`config.mk`:
```
export PLATFORM = sky130hd
export DESIGN_NAME = pedestrian_traffic_light_sequencer
export DESIGN_NICKNAME = d
export VERILOG_FILES = /design/src/rtl/ptls_pkg.sv /design/src/rtl/ptls_core.sv /design/src/rtl/pedestrian_traffic_light_sequencer.sv
export SDC_FILE = /design/constraint.sdc
export NUM_CORES = 1
export LEC_CHECK = 0
export ABC_AREA = 0
export BUFFER_PORTS_ARGS = -buffer_cell sky130_fd_sc_hd__buf_2
export CAP_MARGIN = 0
export CORE_ASPECT_RATIO = 0.6
export CORE_UTILIZATION = 40
export CTS_BUF_LIST = sky130_fd_sc_hd__clkbuf_2 sky130_fd_sc_hd__clkbuf_4 sky130_fd_sc_hd__clkbuf_8
export DETAILED_ROUTE_END_ITERATION = 16
export HOLD_SLACK_MARGIN = 0.05
export PLACE_DENSITY = 0.69
export SLEW_MARGIN = 25
export SYNTH_ARGS = -nofsm -noshare
export SYNTH_HDL_FRONTEND = slang
export SYNTH_HIERARCHICAL = 1
export SYNTH_SLANG_ARGS = --single-unit
```
`constraint.sdc`:
```
create_clock -name clock -period 3.8 [get_ports clock]
set_input_delay 0.19 -clock clock [delete_from_list [all_inputs] [get_ports clock]]
set_output_delay 0.19 -clock clock [all_outputs]
set_load 0.005 [all_outputs]
```
`src/rtl/ptls_pkg.sv`:
```
// Types and constants of the pedestrian traffic light sequencer.
// No dependencies.
package ptls_pkg;

   localparam int COUNT_WIDTH = 8;
   localparam int CFG_W       = 8;
   localparam int LEN_W       = (COUNT_WIDTH > CFG_W) ? COUNT_WIDTH : CFG_W;
   localparam int ADDR_W      = 4;
   localparam int DATA_W      = 32;

   localparam logic [COUNT_WIDTH-1:0] CNT_MAX = {COUNT_WIDTH{1'b1}};
   localparam logic [CFG_W-1:0]       LEN_RESET = CFG_W'(10);

   // lamp bit positions
   localparam logic [5:0] L_CG = 6'b000001;
   localparam logic [5:0] L_CY = 6'b000010;
   localparam logic [5:0] L_CR = 6'b000100;
   localparam logic [5:0] L_WG = 6'b001000;
   localparam logic [5:0] L_WY = 6'b010000;
   localparam logic [5:0] L_WR = 6'b100000;

   typedef enum logic [2:0] {
      PH_GREEN = 3'd0,
      PH_YEL_G = 3'd1,
      PH_RED   = 3'd2,
      PH_YEL_R = 3'd3,
      PH_ALERT = 3'd4,
      PH_WALK  = 3'd5,
      PH_CLEAR = 3'd6
   } phase_type;

   typedef enum logic [1:0] {
      REG_GREEN = 2'd0,
      REG_RED   = 2'd1,
      REG_WALK  = 2'd2,
      REG_BLINK = 2'd3
   } reg_idx_type;

   typedef struct packed {
      logic tick;
      logic request;
   } req_type;

   typedef struct packed {
      logic       car_green;
      logic       car_yellow;
      logic       car_red;
      logic       walk_green;
      logic       walk_yellow;
      logic       walk_red;
      logic [2:0] phase_code;
   } rsp_type;

   typedef struct packed {
      logic advance;
      logic tick;
      logic request;
   } ctrl_type;

   typedef struct packed {
      logic [CFG_W-1:0] green;
      logic [CFG_W-1:0] red;
      logic [CFG_W-1:0] walk;
      logic [CFG_W-1:0] blink;
   } len_type;

endpackage

```
`src/rtl/ptls_core.sv`:
```
// Phase sequencer: phase, tick count, request latch and lamp state.
// Depends on ptls_pkg.
module ptls_core (
   input  logic              clock,
   input  logic              reset,
   input  ptls_pkg::ctrl_type ctrl,
   input  ptls_pkg::len_type  lens,
   output ptls_pkg::rsp_type  result
);

   ptls_pkg::phase_type              phase_ff, phase_in;
   logic [ptls_pkg::COUNT_WIDTH-1:0] ticks_ff, ticks_in, ticks_inc;
   logic                             latch_ff, latch_in, latch_now;
   logic [5:0]                       lamps_ff, lamps_in;
   logic [ptls_pkg::CFG_W-1:0]       len;
   logic                             done, finish;

   always_comb begin
      case (phase_ff)
         ptls_pkg::PH_GREEN: len = lens.green;
         ptls_pkg::PH_RED:   len = lens.red;
         ptls_pkg::PH_WALK:  len = lens.walk;
         default:            len = lens.blink;
      endcase
   end

   assign ticks_inc = (ticks_ff == ptls_pkg::CNT_MAX) ? ticks_ff
                                                       : ticks_ff + 1'b1;
   // count is at least one after increment, so a zero length acts as one
   assign done = (ptls_pkg::LEN_W'(ticks_inc) >= ptls_pkg::LEN_W'(len)) ||
                 (ticks_inc == ptls_pkg::CNT_MAX);
   assign latch_now = latch_ff | (ctrl.request && phase_ff != ptls_pkg::PH_WALK &&
                                  phase_ff != ptls_pkg::PH_CLEAR);

   // next state
   always_comb begin
      phase_in = phase_ff;
      ticks_in = ticks_ff;
      latch_in = latch_ff;
      finish   = 1'b0;
      if (ctrl.advance) begin
         latch_in = latch_now;
         if (ctrl.tick) begin
            ticks_in = ticks_inc;
            if (done) begin
               finish   = 1'b1;
               ticks_in = '0;
               case (phase_ff)
                  ptls_pkg::PH_GREEN:
                     phase_in = latch_now ? ptls_pkg::PH_ALERT : ptls_pkg::PH_YEL_G;
                  ptls_pkg::PH_YEL_G:
                     phase_in = latch_now ? ptls_pkg::PH_ALERT : ptls_pkg::PH_RED;
                  ptls_pkg::PH_YEL_R:
                     phase_in = latch_now ? ptls_pkg::PH_ALERT : ptls_pkg::PH_GREEN;
                  ptls_pkg::PH_RED:
                     phase_in = latch_now ? ptls_pkg::PH_WALK : ptls_pkg::PH_YEL_R;
                  ptls_pkg::PH_ALERT: phase_in = ptls_pkg::PH_WALK;
                  ptls_pkg::PH_WALK:  phase_in = ptls_pkg::PH_CLEAR;
                  ptls_pkg::PH_CLEAR: begin
                     phase_in = ptls_pkg::PH_GREEN;
                     latch_in = 1'b0;
                  end
                  default: phase_in = ptls_pkg::PH_GREEN;
               endcase
            end
         end
      end
   end

   // lamps: exit then entry action on a phase change, else blink toggle
   always_comb begin
      lamps_in = lamps_ff;
      if (ctrl.advance && ctrl.tick) begin
         if (finish) begin
            case (phase_ff)
               ptls_pkg::PH_YEL_G, ptls_pkg::PH_YEL_R:
                  lamps_in = lamps_in & ~(ptls_pkg::L_CY | ptls_pkg::L_WY);
               ptls_pkg::PH_ALERT:
                  lamps_in = (lamps_in & ~(ptls_pkg::L_CY | ptls_pkg::L_WY)) | ptls_pkg::L_CR;
               ptls_pkg::PH_WALK:
                  lamps_in = lamps_in & ~ptls_pkg::L_CR;
               ptls_pkg::PH_CLEAR:
                  lamps_in = (lamps_in & ~(ptls_pkg::L_CY | ptls_pkg::L_WY)) | ptls_pkg::L_WR;
               default: lamps_in = lamps_in;
            endcase
            case (phase_in)
               ptls_pkg::PH_GREEN:
                  lamps_in = (lamps_in & ~(ptls_pkg::L_WG | ptls_pkg::L_WY |
                              ptls_pkg::L_CY | ptls_pkg::L_CR)) | ptls_pkg::L_CG;
               ptls_pkg::PH_YEL_G, ptls_pkg::PH_YEL_R:
                  lamps_in = (lamps_in & ~(ptls_pkg::L_WG | ptls_pkg::L_WY)) ^ ptls_pkg::L_CY;
               ptls_pkg::PH_RED:
                  lamps_in = (lamps_in & ~(ptls_pkg::L_WG | ptls_pkg::L_WY |
                              ptls_pkg::L_CG | ptls_pkg::L_CY)) | ptls_pkg::L_CR;
               ptls_pkg::PH_ALERT:
                  lamps_in = ((lamps_in & ~(ptls_pkg::L_WG | ptls_pkg::L_WY)) |
                              ptls_pkg::L_WR) ^ (ptls_pkg::L_CY | ptls_pkg::L_WY);
               ptls_pkg::PH_WALK:
                  lamps_in = ptls_pkg::L_WG | ptls_pkg::L_CR;
               default:
                  lamps_in = lamps_in ^ (ptls_pkg::L_CY | ptls_pkg::L_WY);
            endcase
         end else begin
            case (phase_ff)
               ptls_pkg::PH_YEL_G, ptls_pkg::PH_YEL_R:
                  lamps_in = lamps_in ^ ptls_pkg::L_CY;
               ptls_pkg::PH_ALERT, ptls_pkg::PH_CLEAR:
                  lamps_in = lamps_in ^ (ptls_pkg::L_CY | ptls_pkg::L_WY);
               default: lamps_in = lamps_in;
            endcase
         end
      end
   end

   always_ff @(posedge clock) begin
      if (reset) begin
         phase_ff <= ptls_pkg::PH_GREEN;
         ticks_ff <= '0;
         latch_ff <= 1'b0;
         lamps_ff <= ptls_pkg::L_CG;
      end else begin
         phase_ff <= phase_in;
         ticks_ff <= ticks_in;
         latch_ff <= latch_in;
         lamps_ff <= lamps_in;
      end
   end

   assign result.car_green   = lamps_in[0];
   assign result.car_yellow  = lamps_in[1];
   assign result.car_red     = lamps_in[2];
   assign result.walk_green  = lamps_in[3];
   assign result.walk_yellow = lamps_in[4];
   assign result.walk_red    = lamps_in[5];
   assign result.phase_code  = phase_in;

endmodule

```
`src/rtl/pedestrian_traffic_light_sequencer.sv`:
```
// A word accepted at one edge shows on rsp_data from the next cycle.
// Throughput: one word per cycle while rsp_ready is high; the result register frees as it is taken.
// Reset (synchronous): green just entered, only car green lit, latch clear,
// all lengths 10 ticks, no result pending.
// Depends on ptls_pkg and ptls_core.
module pedestrian_traffic_light_sequencer (
   input  logic                          clock,
   input  logic                          reset,
   input  logic                          req_valid,
   output logic                          req_ready,
   input  ptls_pkg::req_type             req_data,
   output logic                          rsp_valid,
   input  logic                          rsp_ready,
   output ptls_pkg::rsp_type             rsp_data,
   input  logic                          psel,
   input  logic                          penable,
   input  logic                          pwrite,
   input  logic [ptls_pkg::ADDR_W-1:0]   paddr,
   input  logic [ptls_pkg::DATA_W-1:0]   pwdata,
   output logic [ptls_pkg::DATA_W-1:0]   prdata,
   output logic                          pready
);

   ptls_pkg::len_type  lens_ff, lens_in;
   ptls_pkg::ctrl_type ctrl;
   ptls_pkg::rsp_type  result, rsp_data_ff;
   logic               rsp_valid_ff, rsp_valid_in;
   logic               accept, wr_en;
   ptls_pkg::reg_idx_type idx;

   assign pready    = 1'b1;
   assign idx       = ptls_pkg::reg_idx_type'(paddr[3:2]);
   assign wr_en     = psel && penable && pwrite && pready;
   assign req_ready = !rsp_valid_ff || rsp_ready;
   assign accept    = req_valid && req_ready;

   always_comb begin
      lens_in = lens_ff;
      if (wr_en) begin
         case (idx)
            ptls_pkg::REG_GREEN: lens_in.green = pwdata[ptls_pkg::CFG_W-1:0];
            ptls_pkg::REG_RED:   lens_in.red   = pwdata[ptls_pkg::CFG_W-1:0];
            ptls_pkg::REG_WALK:  lens_in.walk  = pwdata[ptls_pkg::CFG_W-1:0];
            ptls_pkg::REG_BLINK: lens_in.blink = pwdata[ptls_pkg::CFG_W-1:0];
            default:             lens_in = lens_ff;
         endcase
      end
   end

   always_comb begin
      case (idx)
         ptls_pkg::REG_GREEN: prdata = ptls_pkg::DATA_W'(lens_ff.green);
         ptls_pkg::REG_RED:   prdata = ptls_pkg::DATA_W'(lens_ff.red);
         ptls_pkg::REG_WALK:  prdata = ptls_pkg::DATA_W'(lens_ff.walk);
         ptls_pkg::REG_BLINK: prdata = ptls_pkg::DATA_W'(lens_ff.blink);
         default:             prdata = '0;
      endcase
   end

   assign ctrl.advance = accept;
   assign ctrl.tick    = req_data.tick;
   assign ctrl.request = req_data.request;

   ptls_core u_core (
      .clock  (clock),
      .reset  (reset),
      .ctrl   (ctrl),
      .lens   (lens_ff),
      .result (result)
   );

   assign rsp_valid_in = accept || (rsp_valid_ff && !rsp_ready);

   always_ff @(posedge clock) begin
      if (reset) begin
         lens_ff      <= {4{ptls_pkg::LEN_RESET}};
         rsp_valid_ff <= 1'b0;
      end else begin
         lens_ff      <= lens_in;
         rsp_valid_ff <= rsp_valid_in;
      end
   end

   always_ff @(posedge clock) begin
      if (accept) begin
         rsp_data_ff <= result;
      end
   end

   assign rsp_valid = rsp_valid_ff;
   assign rsp_data  = rsp_data_ff;

endmodule

```
==> metrics <==
status completed; GRT Total Usage 20.1%; number of diodes 0; drt via density 5.43; setup total negative slack 0 ns; dpl ws 0.366 ns; maximum fanout along the worst path 9; Clock Latency Late Sink 0.35 ns; clk slew on worst S/H paths 0.07 ns; placer congestion estimate 0.910; largest net degree at the start of global routing 57; DP Area 0.00402 sq mm; slowest stage delay, CP 0.50 ns; share of cells above drive strength 1 20.3%; first-iteration detailed-routing DRC count 225; FMAX 0.289 GHz; Crit path required time 3.87 ns; post-layout util 45.6%; Top delay family on crit path simple AND/OR/NAND/NOR gates; Worst Skew 0.00986 ns; I/O pin count 89; antenna violations before repair 0; Worst Tran Pin Value 0.795 ns; Via Count 3174; Chip Width 129 um; Fin. Hold Viols 0; Max Buffers Root-to-Sink 2; total power 1370 uW; # hold bufs at CTS 0; Arr. time, crit path 3.53 ns; Crit-path slowest cell dfxtp_1; Mapped Area 0.00386 sq mm; number of nets in the layout 503; number of synthesized flops with an enable pin 9; critical-path cell list ha_1 > and3_1 > nor2b_4 > mux2_2 > ha_1 > a211oi_1 > nor3_1 > or2_2 > o31ai_1 > a211oi_1; first-pass GRT wire length 15600 um; Slew Limit Fails 0; Min-Delay Path Class input pin to register; max-cap violations 0; synthesized flop and latch total 60; P_leak 0.00179 uW; Tcrit/Tclk final 91.1%; Crit Path Category register to register; TritonCTS clock tree built; commonest non-fill, non-tap cell in the layout dfxtp_1; synth unique cells 61; Most used DFF post-synth dfxtp_1; total CTS buffers 9; synth warn 6; minimum clock period after layout 3.46 ns; VDD IR max 0.000202 V; fin area 0.00422 sq mm; CTS Sinks 60; Power Density 324 mW/mm^2; Post-DRT Antenna Nets 0; Starting Density 41.7%; Synth Instances 426; register area share after synthesis 33.4%; drc violations 0; H-tree levels 3; vias in the first global route 3003; final-report setup violation count 0; drt pass-1 iters 6; DP Wirelength 6570 um; FFs w/ async S/R, synth 0%; nature of the critical path startpoint register; CTS root buffer clkbuf_8; Routed Wire Length 9460 um; Setup Fix Bufs, Post-CTS 0; WP buf/inv 0; die area 0.0101 sq mm; Die H 78.1 um; post-CTS resize count 0; total grt overflow 0; RSZ-0062 raised after global routing no; slack of the critical path 0.338 ns; post-synthesis average cell area 9.06 sq um; std cell rows 27; CP endpoint kind register; fill count 936; P&R area growth vs syn 9.40%; most frequent cells in the layout dfxtp_1 (51), nor2_1 (41), mux2i_1 (40); Rel. slew slack 46.9%; core footprint 0.00926 sq mm; input/output buffers 37; drt wl/cell 16.2 um
cells in the mapped netlist (4+ instances only):
| library cell | n | area share [%] |
|---|---|---|
| a22o_1 | 4 | 0.91 |
| a21oi_1 | 29 | 3.8 |
| nand2_1 | 21 | 2.0 |
| nor2b_1 | 6 | 0.97 |
| o21ai_0 | 9 | 1.2 |
| nor2_1 | 41 | 4.0 |
| inv_1 | 6 | 0.58 |
| edfxtp_1 | 9 | 7.0 |
| o211ai_1 | 8 | 1.6 |
| mux2i_1 | 40 | 10 |
| mux4_2 | 8 | 4.7 |
| dfxtp_1 | 51 | 26 |
| nand3_1 | 8 | 1.0 |
| buf_4 | 27 | 5.2 |
| and2_1 | 4 | 0.65 |
| a211oi_1 | 5 | 0.97 |
| nand4_1 | 7 | 1.1 |
| ha_1 | 9 | 2.9 |
| clkbuf_1 | 18 | 1.7 |
| mux2_2 | 9 | 2.6 |
| nor3_1 | 9 | 1.2 |
| nand2b_1 | 34 | 5.5 |
| buf_2 | 6 | 0.78 |
state kept, by name, indices dropped and copies added (netlist names):
signal	cells
u_core/latch_ff	1
u_core/ticks_ff	8
rsp_data	9
rsp_valid	1
lens_ff	32
u_core/lamps_ff	6
u_core/phase_ff	3
layer usage:
| metal | track usage, % | vias up | wire (um) |
|---|---|---|---|
| met5 | 0 | - | 0 |
| li1 | - | 1533 | - |
| met2 | 29.8 | 123 | 4200 |
| met1 | 28.6 | 1513 | 4670 |
| met4 | 4.82 | 0 | 31 |
| met3 | 5.45 | 5 | 559 |
power breakdown:
part	switching, uW	leakage [uW]	total, uW	internal, uW
Clock	259	0.000106	602	344
Sequential	8.35	0.000500	663	655
Combinational	62.4	0.00118	103	40.6
worst min-delay path: cells and delay by family:
family          cells  cell delay [ns]
buf+inv             2             0.14
compound gates      1             0.05
final cells by class:
class	instances	area [sq um]	share of cell area, %
inverters	7	26.3	0.622
flip-flops and latches	60	1290	30.6
clock buffers	12	159	3.76
clock inverters	4	47.5	1.13
multi-input cells	327	2300	54.4
well taps	130	163	3.85
repair buffers	44	238	5.63
cell families (layout without fill, tap and decap cells):
group / after synthesis / in the layout / synth area share, %
simple gates: 144 / 144 / 19.7
other cells: 2 / 25 / 0.194
buf+inv: 62 / 67 / 9.23
fa+ha+maj: 9 / 9 / 2.92
compound gates: 88 / 88 / 16.0
flops: 60 / 60 / 33.4
mux: 57 / 57 / 17.7
xor+xnor: 4 / 4 / 0.907
through the flow:
stage | hold slack (ns) | cells
floorplan | 0.310 | 449
global placement | 0.432 | 568
detailed placement | 0.445 | 568
CTS | 0.0631 | 584
global route | 0.0779 | 584
finish | 0.0845 | 584
final timing paths:
check                     start                  to  slack [ns]  depth (start not counted)
max          u_core/ticks_ff[0]         rsp_data[4]        0.34                         10
min                   req_valid           rsp_valid        0.08                          3
max reg2reg  u_core/ticks_ff[0]         rsp_data[4]        0.34                         10
min reg2reg  u_core/lamps_ff[2]  u_core/lamps_ff[2]        0.47                          2
Power figures use the tool's default switching activity.
